`config.mk`:
```
export PLATFORM = sky130hd
export DESIGN_NAME = zpb_mac
export DESIGN_NICKNAME = d
export VERILOG_FILES = /design/src/design/zpb_pkg.sv /design/src/design/zpb_mac.sv
export SDC_FILE = /design/constraint.sdc
export NUM_CORES = 2
export LEC_CHECK = 0
export ABC_AREA = 1
export BUFFER_PORTS_ARGS = -buffer_cell sky130_fd_sc_hd__buf_2
export CAP_MARGIN = 25
export CORE_MARGIN = 1
export CORE_UTILIZATION = 60
export DETAILED_ROUTE_END_ITERATION = 10
export PLACE_DENSITY = 0.73
export SLEW_MARGIN = 15
export SYNTH_ARGS = -nofsm -noshare
export SYNTH_HDL_FRONTEND = slang
export SYNTH_SLANG_ARGS = --single-unit
export TNS_END_PERCENT = 10
```
`constraint.sdc`:
```
create_clock -name clk -period 8.8 [get_ports clk]
set_input_delay 1.76 -clock clk [delete_from_list [all_inputs] [get_ports clk]]
set_output_delay 1.76 -clock clk [all_outputs]
set_load 0.005 [all_outputs]
```
`src/design/zpb_pkg.sv`:
```
// shared types, constants and coefficient tables for the zero-phase bandpass block
// no dependencies; used by zpb_mac, zpb_div, the top level and the testbench
`timescale 1ns / 1ps
package zpb_pkg;

    localparam int TAPS     = 7;
    localparam int SAMPLE_W = 24;
    localparam int SIG_W    = 40;
    localparam int COEF_W   = 24;
    localparam int PROD_W   = SIG_W + COEF_W;
    localparam int RND_SH   = 20;
    localparam int RND_W    = PROD_W - RND_SH;
    localparam int ACC_W    = 47;
    localparam int VAL_W    = 24;
    localparam int FRAC_B   = 22;
    localparam int Q_W      = FRAC_B + 1;
    localparam int DIV_W    = SIG_W + FRAC_B + 1;
    localparam int JW       = $clog2(TAPS) + 1;

    localparam logic KIND_LOAD = 1'b0;
    localparam logic KIND_READ = 1'b1;

    localparam logic signed [ACC_W-1:0] SAT_HI = (ACC_W'(1) <<< (SIG_W - 1)) - ACC_W'(1);
    localparam logic signed [ACC_W-1:0] SAT_LO = -(ACC_W'(1) <<< (SIG_W - 1));

    typedef enum logic [1:0] {
        STAT_OK   = 2'd0,
        STAT_FEW  = 2'd1,
        STAT_DROP = 2'd2,
        STAT_ZERO = 2'd3
    } status_t;

    typedef enum logic [4:0] {
        S_IDLE,
        S_P_D0,
        S_P_D1,
        S_P_D2,
        S_P_RD,
        S_P_WR,
        S_Z_RD,
        S_Z_X,
        S_Z_M,
        S_F_RD,
        S_F_X,
        S_F_Y,
        S_F_B,
        S_F_A,
        S_CHECK,
        S_O_RD,
        S_O_Y,
        S_O_DIV,
        S_EMIT
    } state_t;

    typedef struct packed {
        logic                       kind;
        logic signed [SAMPLE_W-1:0] sample_in;
    } req_t;

    typedef struct packed {
        logic signed [VAL_W-1:0] filtered_value;
        logic                    last_sample;
        logic [1:0]              status;
    } rsp_t;

    typedef struct packed {
        logic             start;
        logic [SIG_W-1:0] mag;
        logic [SIG_W-1:0] peak;
    } div_req_t;

    typedef struct packed {
        logic           done;
        logic [Q_W-1:0] quot;
    } div_rsp_t;

    localparam logic signed [COEF_W-1:0] B_TAB [0:1][0:TAPS-1] = '{
        '{24'sd248394, 24'sd0, -24'sd745181, 24'sd0, 24'sd745181, 24'sd0, -24'sd248394},
        '{24'sd47834, 24'sd0, -24'sd143501, 24'sd0, 24'sd143501, 24'sd0, -24'sd47834}
    };
    localparam logic signed [COEF_W-1:0] A_TAB [0:1][0:TAPS-1] = '{
        '{24'sd1048576, -24'sd2441159, 24'sd1691707, -24'sd577515, 24'sd573139,
          -24'sd248195, -24'sd46025},
        '{24'sd1048576, -24'sd4355797, 24'sd7552855, -24'sd7137956, 24'sd3954152,
          -24'sd1217488, 24'sd155670}
    };
    localparam logic signed [COEF_W-1:0] ZI_TAB [0:1][0:TAPS-2] = '{
        '{-24'sd248394, -24'sd248394, 24'sd496788, 24'sd496788, -24'sd248394, -24'sd248394},
        '{-24'sd47834, -24'sd47834, 24'sd95667, 24'sd95667, -24'sd47834, -24'sd47834}
    };

    function automatic logic signed [COEF_W-1:0] coef_b(input logic rate,
                                                        input logic [JW-1:0] idx);
        logic signed [COEF_W-1:0] c;
        c = '0;
        if (idx < JW'(TAPS))
            c = B_TAB[rate][idx[JW-2:0]];
        return c;
    endfunction

    function automatic logic signed [COEF_W-1:0] coef_a(input logic rate,
                                                        input logic [JW-1:0] idx);
        logic signed [COEF_W-1:0] c;
        c = '0;
        if (idx < JW'(TAPS))
            c = A_TAB[rate][idx[JW-2:0]];
        return c;
    endfunction

    function automatic logic signed [COEF_W-1:0] coef_zi(input logic rate,
                                                         input logic [JW-1:0] idx);
        logic signed [COEF_W-1:0] c;
        c = '0;
        if (idx < JW'(TAPS - 1))
            c = ZI_TAB[rate][idx[JW-2:0]];
        return c;
    endfunction

    function automatic logic signed [SIG_W-1:0] sat_sig(input logic signed [ACC_W-1:0] v);
        logic signed [ACC_W-1:0] t;
        t = v;
        if (v > SAT_HI)
            t = SAT_HI;
        else if (v < SAT_LO)
            t = SAT_LO;
        return t[SIG_W-1:0];
    endfunction

endpackage

```
`src/design/zpb_mac.sv`:
```
// shared multiplier: signal times coefficient, registered product, rounded to Q8
// depends on zpb_pkg
`timescale 1ns / 1ps
module zpb_mac (
    input  logic                                clk,
    input  logic signed [zpb_pkg::SIG_W-1:0]    op_s,
    input  logic signed [zpb_pkg::COEF_W-1:0]   op_c,
    output logic signed [zpb_pkg::RND_W-1:0]    rnd
);

    localparam int PW = zpb_pkg::PROD_W;

    logic signed [PW-1:0] p_reg;
    logic signed [PW-1:0] p_next;
    logic [PW-1:0]        mag;
    logic [PW-1:0]        rsum;
    logic [zpb_pkg::RND_W-1:0] r;

    assign p_next = op_s * op_c;

    always_ff @(posedge clk)
    begin
        p_reg <= p_next;
    end

    // round half away from zero on the magnitude
    assign mag  = p_reg[PW-1] ? PW'(-p_reg) : PW'(p_reg);
    assign rsum = mag + (PW'(1) << (zpb_pkg::RND_SH - 1));
    assign r    = rsum[PW-1:zpb_pkg::RND_SH];
    assign rnd  = p_reg[PW-1] ? -$signed(r) : $signed(r);

endmodule

```
After elaboration in Yosys (flattened, before gate mapping)
Index checks and enable logic that the tools add are counted.
{"block": "word_totals", "output_inout_bits": 44, "elab_cells": 7, "input_bits": 65, "ff_bits": 64}
{"block": "op_classes", "add_sub_neg": 3, "multipliers": 1, "muxes": 2}
{"cell": "adder 64 x 20 -> 64 bit (second input constant)", "count": 1}
{"cell": "multiplier 40 x 24 -> 64 bit", "count": 1}
{"cell": "2-to-1 mux 64 bit", "count": 1}
{"cell": "negation 64 bit", "count": 1}
{"cell": "2-to-1 mux 44 bit", "count": 1}
{"cell": "negation 44 bit", "count": 1}

Logic depth before layout (Yosys ltp)
{"block": "logic_depth", "depth_word": 5, "depth_mapped": 36, "ltp_nobuf": 35}

Worst setup path after synthesis
Ideal clock, no wire load.
{"block": "synth_path", "path_kind": "input to register", "start": "in op_c[0] (netlist name)", "end": "reg p_reg[45]", "setup_time_ns": 0.112, "slack_ns": 0.966, "required_ns": 8.688, "t_arrival_ns": 7.721, "n_path_buf": 1, "stages": 30, "cell_sequence": "clkbuf_1 -> nand2_1 -> inv_1 -> fa_1 -> inv_1 -> fa_1 -> fa_1 -> inv_1 -> fa_1 -> inv_1 -> fa_1 -> inv_1 -> fa_1 -> inv_1 -> fa_1 -> inv_1 -> ha_1 -> a21oi_1 -> o21ai_0 -> a21o_1 -> a21boi_1 -> o21ai_0 -> a21boi_0 -> o21ai_1 -> nand2_1 -> nand2_1 -> nand2_1 -> nand2_1 -> nand2_1 -> nand2_1"}
{"block": "synth_via", "elab_chain_len": 1}
{"item": "start, declared", "line_no": "zpb_mac.sv:7", "text": "input logic signed [zpb_pkg::COEF_W-1:0] op_c,"}
{"item": "multiplier 40 x 24 -> 64 bit", "line_no": "zpb_mac.sv:19", "text": "assign p_next = op_s * op_c;"}
{"item": "named net p_next[45]", "line_no": "zpb_mac.sv:14", "text": "logic signed [PW-1:0] p_next;"}
{"item": "end signal, assigned", "line_no": "zpb_mac.sv:23", "text": "p_reg <= p_next;"}
{"item": "end, declared", "line_no": "zpb_mac.sv:13", "text": "logic signed [PW-1:0] p_reg;"}
The timed path passes the listed nets, and every way through them passes these cells.

Final worst setup path
{"block": "layout_path", "start": "in op_c[1] (netlist name)", "end": "reg p_reg[60]"}
The elaborated chain is that of the path after synthesis.

==> results by group <==
Global routing
  – Met3 Usage GRT: 4.926%
  – First-pass GRT wire length: 182000 um
  – Antenna violations before repair: 1
  – Met1 GRT Util: 44.53%
  – Largest net degree at the start of global routing: 71
  – Met2 usage: 58.12%
  – Vias in the first global route: 35500
  – Most crowded layer after global routing: met2
  – Gr ovfl total: 0
  – GRT Util Overall: 34.21%

Logic synthesis
  – Syn Nets: 6605
  – Ys flop type: dfxtp_1
  – Top-area cell type share of the netlist area: 47.53%
  – Mapped Area: 0.04039 mm^2
  – Synth Instances: 5413
  – Yosys reg bits: 64
  – Synth area leader: fa_1
  – Synth top area cells: fa_1 (48%), inv_1 (14%), nand2_1 (14%), ha_1 (5.2%), dfxtp_1 (3.2%)
  – Avg Inst Size Synth: 7.462 um^2
  – EDFF count, synth: 0
  – Unique masters post-synth: 51
  – Sequential area share after synthesis: 3.172%
  – Yosys Warn Count: 0
  – Ys async rst share: 0%

Setup path
  – CP Cell Sequence: buf_2, buf_4, nand2_1, inv_1, fa_1, fa_1, fa_1, inv_1, fa_1, fa_1, inv_1, fa_1, fa_1, ha_1, nand2_1, nor2_1, nand2_1, inv_1, nand3_1, inv_1, nand4_1, o221ai_2, a21oi_1, xor2_1
  – CP max-delay cell: fa_1
  – Kind of critical path: in -> reg
  – Crit. End Element: flip-flop
  – Setup crit start kind: primary input
  – Most used cell, CP: fa_1
  – Worst endpoint required time: 9010 ps
  – CP max FO: 18
  – Worst EP arrival: 8570 ps
  – Crit-path max cell delay: 660 ps

STA
  – Fin Hold WS: 2081 ps
  – Worst Tran Pin Value: 867.1 ps
  – Setup repair after global routing missed its margin: no
  – Final hold viol count: 0
  – # setup viols final: 0
  – Worst rel slew slack: 42.13%
  – Fmax: 0.1196 GHz
  – Pins over their slew limit: 0
  – Min cycle time layout: 8360 ps
  – Post-route clock period utilization: 95.00%

Hold path
  – WHS Endpoint: p_reg[0]
  – HP Class: in -> reg
  – Hold depth: 4
  – Min-Delay Startpoint: op_s[0]

Cells and area
  – P&R area growth vs syn: 5.622%
  – Filler Cells Inserted: 5879
  – Nets: 6650
  – Max FFs per register: 64
  – Layout cells sized above 1: 7.066%

Run status
  – Run status: finished clean

Clocking
  – # H-tree levels: 3
  – CTS tree: yes
  – Cts hold-fix bufs: 0
  – CTS buffer count: 9
  – Sink Count: 64
  – Clock Root Buffer: clkbuf_16
  – Clk buf depth: 2
  – Clock transition at path regs: 50 ps

Place
  – Placer Congestion: 0.9785
  – # port buffers: 108
  – Hpwl dp: 94640 um

Die
  – Die area: 0.06836 mm^2
  – Num ports: 109
  – Core box area: 0.06622 mm^2
  – Row cnt: 94
  – Die Span X: 261.5 um
  – Initial Utilization: 61.00%
  – Die height: 261.5 um

Detailed routing
  – First-pass iteration count of the detailed router: 6
  – Routed Antenna Nets: 0
  – Vias: 33430
  – WL/cell: 17.39 um
  – Vias per cell: 5.283
  – DR DRC count: 0
  – Total Wirelength: 110000 um
  – DRT iter0 DRCs: 2604

Job
  – Max-capacitance violation count: 0
-- how the worst max path moves through the flow --
stage                   from         to
CTS                 op_s[39]  p_reg[60]
global route         op_c[1]  p_reg[62]
floorplan            op_c[0]  p_reg[45]
global placement    op_s[39]  p_reg[60]
detailed placement  op_s[39]  p_reg[60]
finish               op_c[1]  p_reg[60]
-- cell families after synthesis --
kind of cell / share of synthesized area, %
xor gates and xnor gates: 2.534
buffers and inverters: 16.40
adders and majority gates: 52.73
and+or+nand+nor: 22.00
DFF: 3.172
AOI/OAI and AO/OA: 3.163
-- cell usage in the layout (no fill, tap or decap), drive strengths merged --
cell type  count
clkbuf        13
o21a          10
o21bai         6
xnor2         41
ha           168
clkinvlp       1
a221oi         3
xor2          72
dfxtp         64
o311ai         1
a21boi         6
a21o           5
nand2       1550
and3           2
nor4           5
o31ai          3
nor3          14
clkinv         5
inv         1568
nor2         362
buf          223
a31oi         22
diode          1
nand3b        12
a211oi         1
nand3        140
nand4         31
fa           959
a21oi         88
o221ai         1
or2           10
o211ai         3
o2111ai        3
o21ai         71
-- critical path: cells and delay by family --
| family | cells | cell delay, ps |
|---|---|---|
| buffers and inverters | 7 | 1390 |
| adders and majority gates | 8 | 4020 |
| xor gates and xnor gates | 1 | 170 |
| AOI/OAI and AO/OA | 2 | 490 |
| and+or+nand+nor | 6 | 720 |
-- area by class of cell --
class / count / area [um^2] / area share, %
Multi-Input combinational cell: 3589 / 32490 / 76.16
Inverter: 1570 / 5893 / 13.81
Timing Repair Buffer: 224 / 1614 / 3.783
Sequential cell: 64 / 1285 / 3.012
Tap cell: 864 / 1081 / 2.534
Clock buffer: 12 / 267.8 / 0.6276
Clock inverter: 4 / 26.28 / 0.06159
Antenna cell: 1 / 2.502 / 0.005865
-- synth_stat cells, types with 8 or more instances --
master and n:
inv_1 1556, nand2_1 1502, fa_1 959, nor2_1 309, clkbuf_1 175, ha_1 168
nand3_1 126, a21oi_1 88, xor2_1 71, dfxtp_1 64, o21ai_0 55, nand2_2 42
xnor2_1 39, nor2_2 30, nand4_1 29, a31oi_1 22, nor2_4 20, nor3_1 13
o21ai_1 13, inv_2 12, nand3b_1 12, o21a_1 10, nand3_2 9, or2_2 9
buf_2 8
-- routing by layer --
metal,vias up,share of wire [%]
met1,16470,40
met3,266,8.0
li1,15340,-
met2,1361,48
met4,0,4.0
met5,-,0
-- timing repair --
action / CTS / global route
endpoints found under the setup margin: 0 / 1
gates resized for setup: 0 / 2
setup buffers: 0 / 0
-- through the flow --
stage	area (um^2)	setup WS, ps	util, %	cells	TNS (ps)
after floorplan	40390	966.4	-	5413	0
after global placement	42360	-95.50	63.97	6311	-95.50
after detailed placement	42360	-62.73	63.97	6311	-62.73
after CTS	42650	269.5	64.42	6327	0
after global routing	42660	84.66	64.43	6327	0
final	42660	440.1	64.43	6328	0
Power is left out: the tool's default activity adds up to more than one toggle a clock period on the data nets, which glitch-free logic cannot reach.
