File: src/design/zpb_pkg.sv
// shared types, constants and coefficient tables for the zero-phase bandpass block
// no dependencies; used by zpb_mac, zpb_div, the top level and the testbench
`timescale 1ns / 1ps
package zpb_pkg;

    localparam int TAPS     = 7;
    localparam int SAMPLE_W = 24;
    localparam int SIG_W    = 40;
    localparam int COEF_W   = 24;
    localparam int PROD_W   = SIG_W + COEF_W;
    localparam int RND_SH   = 20;
    localparam int RND_W    = PROD_W - RND_SH;
    localparam int ACC_W    = 47;
    localparam int VAL_W    = 24;
    localparam int FRAC_B   = 22;
    localparam int Q_W      = FRAC_B + 1;
    localparam int DIV_W    = SIG_W + FRAC_B + 1;
    localparam int JW       = $clog2(TAPS) + 1;

    localparam logic KIND_LOAD = 1'b0;
    localparam logic KIND_READ = 1'b1;

    localparam logic signed [ACC_W-1:0] SAT_HI = (ACC_W'(1) <<< (SIG_W - 1)) - ACC_W'(1);
    localparam logic signed [ACC_W-1:0] SAT_LO = -(ACC_W'(1) <<< (SIG_W - 1));

    typedef enum logic [1:0] {
        STAT_OK   = 2'd0,
        STAT_FEW  = 2'd1,
        STAT_DROP = 2'd2,
        STAT_ZERO = 2'd3
    } status_t;

    typedef enum logic [4:0] {
        S_IDLE,
        S_P_D0,
        S_P_D1,
        S_P_D2,
        S_P_RD,
        S_P_WR,
        S_Z_RD,
        S_Z_X,
        S_Z_M,
        S_F_RD,
        S_F_X,
        S_F_Y,
        S_F_B,
        S_F_A,
        S_CHECK,
        S_O_RD,
        S_O_Y,
        S_O_DIV,
        S_EMIT
    } state_t;

    typedef struct packed {
        logic                       kind;
        logic signed [SAMPLE_W-1:0] sample_in;
    } req_t;

    typedef struct packed {
        logic signed [VAL_W-1:0] filtered_value;
        logic                    last_sample;
        logic [1:0]              status;
    } rsp_t;

    typedef struct packed {
        logic             start;
        logic [SIG_W-1:0] mag;
        logic [SIG_W-1:0] peak;
    } div_req_t;

    typedef struct packed {
        logic           done;
        logic [Q_W-1:0] quot;
    } div_rsp_t;

    localparam logic signed [COEF_W-1:0] B_TAB [0:1][0:TAPS-1] = '{
        '{24'sd248394, 24'sd0, -24'sd745181, 24'sd0, 24'sd745181, 24'sd0, -24'sd248394},
        '{24'sd47834, 24'sd0, -24'sd143501, 24'sd0, 24'sd143501, 24'sd0, -24'sd47834}
    };
    localparam logic signed [COEF_W-1:0] A_TAB [0:1][0:TAPS-1] = '{
        '{24'sd1048576, -24'sd2441159, 24'sd1691707, -24'sd577515, 24'sd573139,
          -24'sd248195, -24'sd46025},
        '{24'sd1048576, -24'sd4355797, 24'sd7552855, -24'sd7137956, 24'sd3954152,
          -24'sd1217488, 24'sd155670}
    };
    localparam logic signed [COEF_W-1:0] ZI_TAB [0:1][0:TAPS-2] = '{
        '{-24'sd248394, -24'sd248394, 24'sd496788, 24'sd496788, -24'sd248394, -24'sd248394},
        '{-24'sd47834, -24'sd47834, 24'sd95667, 24'sd95667, -24'sd47834, -24'sd47834}
    };

    function automatic logic signed [COEF_W-1:0] coef_b(input logic rate,
                                                        input logic [JW-1:0] idx);
        logic signed [COEF_W-1:0] c;
        c = '0;
        if (idx < JW'(TAPS))
            c = B_TAB[rate][idx[JW-2:0]];
        return c;
    endfunction

    function automatic logic signed [COEF_W-1:0] coef_a(input logic rate,
                                                        input logic [JW-1:0] idx);
        logic signed [COEF_W-1:0] c;
        c = '0;
        if (idx < JW'(TAPS))
            c = A_TAB[rate][idx[JW-2:0]];
        return c;
    endfunction

    function automatic logic signed [COEF_W-1:0] coef_zi(input logic rate,
                                                         input logic [JW-1:0] idx);
        logic signed [COEF_W-1:0] c;
        c = '0;
        if (idx < JW'(TAPS - 1))
            c = ZI_TAB[rate][idx[JW-2:0]];
        return c;
    endfunction

    function automatic logic signed [SIG_W-1:0] sat_sig(input logic signed [ACC_W-1:0] v);
        logic signed [ACC_W-1:0] t;
        t = v;
        if (v > SAT_HI)
            t = SAT_HI;
        else if (v < SAT_LO)
            t = SAT_LO;
        return t[SIG_W-1:0];
    endfunction

endpackage

File: src/design/zpb_div.sv
// restoring divider, one quotient bit a cycle: round(mag * 2^22 / peak)
// depends on zpb_pkg
`timescale 1ns / 1ps
module zpb_div (
    input  logic              clk,
    input  logic              rst_n,
    input  zpb_pkg::div_req_t req,
    output zpb_pkg::div_rsp_t rsp
);

    localparam int DW = zpb_pkg::DIV_W;
    localparam int CNT_W = $clog2(zpb_pkg::Q_W + 1);

    logic [DW-1:0]           rem_reg;
    logic [DW-1:0]           ds_reg;
    logic [zpb_pkg::Q_W-1:0] q_reg;
    logic [CNT_W-1:0]        cnt_reg;
    logic                    busy_reg;
    logic                    done_reg;
    logic                    ge;

    assign ge = (rem_reg >= ds_reg);

    always_ff @(posedge clk or negedge rst_n)
    begin
        if (!rst_n)
        begin
            busy_reg <= 1'b0;
            done_reg <= 1'b0;
            cnt_reg  <= '0;
        end
        else
        begin
            done_reg <= 1'b0;
            if (req.start)
            begin
                busy_reg <= 1'b1;
                cnt_reg  <= CNT_W'(zpb_pkg::Q_W);
            end
            else if (busy_reg)
            begin
                cnt_reg <= cnt_reg - CNT_W'(1);
                if (cnt_reg == CNT_W'(1))
                begin
                    busy_reg <= 1'b0;
                    done_reg <= 1'b1;
                end
            end
        end
    end

    always_ff @(posedge clk)
    begin
        if (req.start)
        begin
            // numerator carries the half-divisor for rounding
            rem_reg <= (DW'(req.mag) << zpb_pkg::FRAC_B) + DW'(req.peak >> 1);
            ds_reg  <= DW'(req.peak) << zpb_pkg::FRAC_B;
            q_reg   <= '0;
        end
        else if (busy_reg)
        begin
            if (ge)
                rem_reg <= rem_reg - ds_reg;
            q_reg  <= {q_reg[zpb_pkg::Q_W-2:0], ge};
            ds_reg <= ds_reg >> 1;
        end
    end

    assign rsp.done = done_reg;
    assign rsp.quot = q_reg;

endmodule

File: config.mk
export PLATFORM = sky130hd
export DESIGN_NAME = zpb_div
export DESIGN_NICKNAME = d
export VERILOG_FILES = /design/src/design/zpb_pkg.sv /design/src/design/zpb_div.sv
export SDC_FILE = /design/constraint.sdc
export NUM_CORES = 1
export LEC_CHECK = 0
export BUFFER_PORTS_ARGS = -buffer_cell sky130_fd_sc_hd__buf_2
export CAP_MARGIN = 10
export CORE_UTILIZATION = 50
export DETAILED_ROUTE_END_ITERATION = 7
export GPL_TIMING_DRIVEN = 0
export PLACE_DENSITY = 0.68
export REMOVE_ABC_BUFFERS = 1
export SYNTH_ARGS = -nofsm -noshare
export SYNTH_HDL_FRONTEND = slang
export SYNTH_SLANG_ARGS = --single-unit
File: constraint.sdc
create_clock -name clk -period 7.2 [get_ports clk]
set_input_delay 0.36 -clock clk [delete_from_list [all_inputs] [get_ports clk]]
set_output_delay 0.36 -clock clk [all_outputs]
set_load 0.02 [all_outputs]
==> Word-level counts from Yosys, hierarchy flattened <==
Cells that the tools add are included.
{ "classes": {"multipliers": 0, "reduce_logical": 3, "eq_ne": 1, "n_div": 0, "shifts": 0, "add_sub_neg": 3, "magnitude_cmp": 1, "bitwise": 0, "mux": 13} }
{ "op_table": {"columns": ["op", "n"], "rows": [
  ["63-bit two-way mux", 3],
  ["62-bit two-way mux", 2],
  ["62-bit by 39-bit adder with 63-bit output", 1],
  ["63-bit by 62-bit greater-or-equal comparator with 1-bit output", 1],
  ["63-bit by 62-bit subtractor with 63-bit output", 1],
  ["5-bit two-way mux", 2],
  ["1-bit two-way mux", 6],
  ["5-bit by 1-bit == test with 1-bit output, second input constant", 1],
  ["5-bit by 1-bit subtractor with 5-bit output, second input constant", 1],
  ["2-bit nonzero test", 2],
  ["2-bit AND reduction", 1]
]} }
{ "word_totals": {"register_bits": 155, "out_inout_bits": 24, "inputBits": 83, "mem_bits_ro": 0, "latch_bits": 0, "ramBits": 0, "mem_count": 0} }

==> Depth between registers and ports, before layout <==
{ "logic_depth": {"depth_word": 4, "mapped_depth": 13, "ltp_nobuf": 13} }

==> Worst setup path after synthesis <==
No wires, ideal clock.
{ "synth_path": {"path_type": "flip-flop to flip-flop", "start": "register rem_reg[3]", "end": "register rem_reg[0], enable pin", "arrival_ns": 5.667, "path_stages_with_launch": 11, "path_buffers": 0, "period_less_slack_ns": 6.188, "required_ns": 6.678, "setup_slack_ns": 1.012, "cell_sequence": "edfxtp_1 > ha_1 > nand2_2 > a211oi_2 > o21ai_1 > a2111o_1 > a21o_1 > a21o_1 > a21oi_4 > a21oi_2 > a31oi_1"} }
{ "synth_via": {"elab_chain_cells": 3} }
{ "synth_lines": {"columns": ["element", "line_no", "text"], "rows": [
  ["start: declaration", "zpb_div.sv:14", "logic [DW-1:0] rem_reg;"],
  ["start signal: assignment", "zpb_div.sv:57", "rem_reg <= (DW'(req.mag) << zpb_pkg::FRAC_B) + DW'(req.peak >> 1);"],
  ["start signal: assignment", "zpb_div.sv:64", "rem_reg <= rem_reg - ds_reg;"],
  ["63-bit by 62-bit greater-or-equal comparator with 1-bit output", "zpb_div.sv:22", "assign ge = (rem_reg >= ds_reg);"],
  ["2-bit nonzero test (no line)", null, null],
  ["2-bit AND reduction (no line)", null, null]
]} }
Every way passes these cells.
A chain may end at the register's enable or synchronous reset.

==> Worst setup path after layout <==
{ "layout_path": {"start": "register ds_reg[3]", "end": "register rem_reg[14], enable pin"} }
{ "layout_via": {"elab_chain_cells": 3} }
{ "layout_lines": {"columns": ["element", "line_no", "text"], "rows": [
  ["start: declaration", "zpb_div.sv:15", "logic [DW-1:0] ds_reg;"],
  ["start signal: assignment", "zpb_div.sv:58", "ds_reg <= DW'(req.peak) << zpb_pkg::FRAC_B;"],
  ["start signal: assignment", "zpb_div.sv:66", "ds_reg <= ds_reg >> 1;"],
  ["63-bit by 62-bit greater-or-equal comparator with 1-bit output", "zpb_div.sv:22", null],
  ["2-bit nonzero test (no line)", null, null],
  ["2-bit AND reduction (no line)", null, null]
]} }
Every way passes these cells.

==> results.sh <==
export IMPL_outcome="finished, final reports clean"
export IMPL_synth_edf_count=103
export IMPL_cp_arrival_ns=4.40
export IMPL_end_kind="flop"
export IMPL_cellInternalPower_mw=2.75
export IMPL_max_freq_ghz=0.235
export IMPL_cts_root_buffer="clkbuf_16"
export IMPL_whs_path_depth=3
export IMPL_hp_start="req[34]"
export IMPL_crit_slowest_cell="a31oi_4"
export IMPL_rows=55
export IMPL_min_to="ds_reg[56]"
export IMPL_overflow=0
export IMPL_ys_ff_latch=155
export IMPL_cp_top_family="compound AO/OA/AOI/OAI gates"
export IMPL_yosysSeqAreaShare_pct=36.1
export IMPL_grt_pass1_wl_um=49500
export IMPL_dp_hpwl_um=23400
export IMPL_yosysWarnings=0
export IMPL_numClockSinks=155
export IMPL_vias=9934
export IMPL_synth_distinct_cells=93
export IMPL_grt_pass1_vias=9511
export IMPL_initial_utilization_pct=51.0
export IMPL_hold_viol=0
export IMPL_p_leak_nw=5.78
export IMPL_power_density_nw_per_um2=377
export IMPL_worstReg2RegStart="ds_reg[3]"
export IMPL_relSlewSlack_pct=41.8
export IMPL_ir_drop_v=0.000208
export IMPL_cp_cell_sequence="inv_1 > ha_1 > nand2_2 > a211oi_2 > o21ai_1 > a2111o_1 > a21o_1 > a21o_1 > a21oi_4 > a21oi_2 > a31oi_4 > buf_16 > buf_12"
export IMPL_power_frac_clock_pct=18.9
export IMPL_syn_to_final_growth_pct=12.3
export IMPL_clk_pin_slew_worst_paths_ns=0.07
export IMPL_reg2reg_to="rem_reg[14]"
export IMPL_drv_cap=0
export IMPL_io_pins=107
export IMPL_async_flop_share_pct=4.52
export IMPL_grt_max_degree=114
export IMPL_drtPass1Iterations=5
export IMPL_synthTopCellsByArea="edfxtp_1 (27%), ha_1 (8.8%), dfxtp_1 (7.8%)"
export IMPL_cts_tree="yes"
export IMPL_swShare_pct=43.9
export IMPL_die_h_um=154
export IMPL_crit_buf_inv=3
export IMPL_yosysTopAreaCell="edfxtp_1"
export IMPL_fin_crit_sh_pct=59.2
export IMPL_fill_cells=2100
export IMPL_finalSetupViolations=0
export IMPL_rsz0062_at_grt="false"
export IMPL_gp_congestion=0.981
export IMPL_cts_buffer_depth=2
export IMPL_worst_clock_skew_ns=0.0140
export IMPL_final_antenna_net_count=0
export IMPL_die_w_um=154
export IMPL_die_area_um2=23700
export IMPL_ctsHtreeMaxLevel=4
export IMPL_io_buffers=106
export IMPL_syn_area_per_cell_um2=8.63
export IMPL_reg2reg_setup_slack_ns=2.94
export IMPL_max_stage_delay_ns=0.73
export IMPL_antenna_found_initial=1
export IMPL_crit_required_ns=7.33
export IMPL_drc=0
export IMPL_pre_cts_ws_ns=2.92
export IMPL_min_path_type="in2reg"
export IMPL_largest_register_ffs=63
export IMPL_vias_per_cell=5.81
export IMPL_wire_per_inst_um=18.0
export IMPL_path_class="reg2reg"
export IMPL_reg2reg_depth=13
export IMPL_grt_usage_pct=26.6
export IMPL_cts_made_buffers=17
export IMPL_coreArea_um2=22600
export IMPL_setup_slack_ns=2.94
export IMPL_finalMaxSlewViolations=0
export IMPL_start_kind="flop"
export IMPL_critPathMaxFanout=23
export IMPL_cpMostUsedCell="a21o_1"
export IMPL_synth_cells=1338
export IMPL_power_frac_seq_pct=27.5
export IMPL_synth_top_area_share_pct=26.8
export IMPL_power_switching_mw=2.15
export IMPL_crit_start="ds_reg[3]"
export IMPL_first_iter_violations=656
export IMPL_drive_gt1_share_pct=13.7
export IMPL_clkLatencyLatePin_ns=0.44
export IMPL_layout_min_cycle_time_ns=4.26
export IMPL_total_power_mw=4.90
export IMPL_routed_wl_um=30800
export IMPL_synth_ff_type="edfxtp_1"
export IMPL_netlist_area_um2=11600
export IMPL_finalNetCount=1577
export IMPL_tightest_slew_ns=0.873
export IMPL_share_comb_of_total_power_pct=53.7
Yosys cell counts (7+ instances only):
cell and number:
xnor2_1 54, nor3_1 21, a211oi_1 14, a21o_1 41
o21bai_1 20, o21ai_0 84, nand2_1 187, edfxtp_1 103
dfrtp_1 7, dfxtp_1 45, o21a_1 9, nor2_1 116
and3_1 9, nor2b_1 14, nand3_1 20, nand2b_1 7
nand4_1 28, buf_1 10, buf_2 10, o211ai_1 9
ha_1 81, inv_1 93, a21oi_1 109, mux2i_1 50
xor2_1 29, clkbuf_1 38
per-stage QoR:
stage          instances  hold slack (ns)  instance area [um^2]  utilization (%)  TNS, ns
4_1_cts             1709            0.211                 13000             57.3        0
3_5_place_dp        1676            0.206                 12400             54.6        0
2_1_floorplan       1279           0.0644                 11300                -        0
6_report            1710            0.216                 13000             57.3        0
5_1_grt             1709            0.237                 13000             57.3        0
3_3_place_gp        1670            0.203                 12200             53.9  -273.75
power by group through the flow:
| stage | clock network [mW] | logic (mW) | registers (mW) |
|---|---|---|---|
| after CTS | 0.941 | 2.60 | 1.34 |
| final | 0.924 | 2.63 | 1.34 |
| after global placement | 0 | 2.52 | 1.38 |
| after global routing | 0.968 | 2.91 | 1.37 |
| after detailed placement | 0 | 2.57 | 1.36 |
| after floorplan | 0 | 1.95 | 1.35 |
final cells by class:
class | instances | area, um^2 | share of cell area [%]
repair buffers | 113 | 684 | 5.28
inverters | 94 | 354 | 2.73
clock buffers | 17 | 425 | 3.28
clock inverters | 15 | 166 | 1.28
diodes | 1 | 2.50 | 0.0193
flip-flops and latches | 155 | 4170 | 32.2
well taps | 285 | 357 | 2.75
multi-input cells | 1030 | 6810 | 52.5
repair_timing:
action                                 4_1_cts  5_1_grt
gates resized for setup                      0        0
setup buffers                                0        0
endpoints found under the hold margin        7        0
hold buffers                                 1        0
worst max path at each step:
stage,endpoint,slack (ns),depth (start not counted)
after CTS,rem_reg[14],2.89,13
final,rem_reg[14],2.94,13
after global placement,rem_reg[15],-4.35,3
after floorplan,rem_reg[0],1.01,10
after detailed placement,rem_reg[15],2.92,13
after global routing,rem_reg[14],2.73,13
layout by cell type (no fill, tap or decap), types with 5 or more instances in the layout:
cell | synthesis | final
a211oi_1 | 14 | 14
a21o_1 | 41 | 41
a21oi_1 | 109 | 109
and2_1 | 5 | 5
and3_1 | 9 | 9
buf_2 | 10 | 105
clkbuf_16 | 0 | 17
dfrtp_1 | 7 | 6
dfxtp_1 | 45 | 45
edfxtp_1 | 103 | 103
ha_1 | 81 | 81
inv_1 | 93 | 92
inv_6 | 0 | 5
inv_8 | 0 | 5
mux2i_1 | 50 | 50
nand2_1 | 187 | 187
nand2b_1 | 7 | 7
nand3_1 | 20 | 20
nand4_1 | 28 | 28
nor2_1 | 116 | 116
nor2b_1 | 14 | 13
nor3_1 | 21 | 21
nor4_1 | 5 | 5
o211ai_1 | 9 | 9
o21a_1 | 9 | 9
o21ai_0 | 84 | 84
o21ai_1 | 5 | 5
o21bai_1 | 20 | 20
or2_2 | 5 | 5
xnor2_1 | 54 | 54
xor2_1 | 29 | 29
cells by family (layout without fill, tap and decap cells):
group | after synthesis | in the layout | synth area share [%]
simple gates | 451 | 451 | 18.1
compound gates | 362 | 362 | 20.8
flops | 155 | 155 | 36.1
buf+inv | 153 | 239 | 5.11
fa+ha+maj | 83 | 83 | 9.12
xor+xnor | 83 | 83 | 6.29
mux | 51 | 51 | 4.43
other cells | 0 | 1 | 0
worst reg2reg max path, delay by kind of cell (launching register included):
| family | cells | cell delay, ns |
|---|---|---|
| compound gates | 8 | 2.63 |
| fa+ha+maj | 1 | 0.34 |
| simple gates | 1 | 0.11 |
| buf+inv | 3 | 0.52 |
| flops | 1 | 0.36 |
metal layers:
| layer | track usage (%) | vias to the layer above | wire [um] |
|---|---|---|---|
| met5 | 0 | - | 0 |
| met4 | 8.52 | 0 | 605 |
| met3 | 3.92 | 33 | 1280 |
| met2 | 45.1 | 262 | 15000 |
| met1 | 34.9 | 4700 | 14000 |
| li1 | - | 4939 | - |
Power figures use the tool's default switching activity.
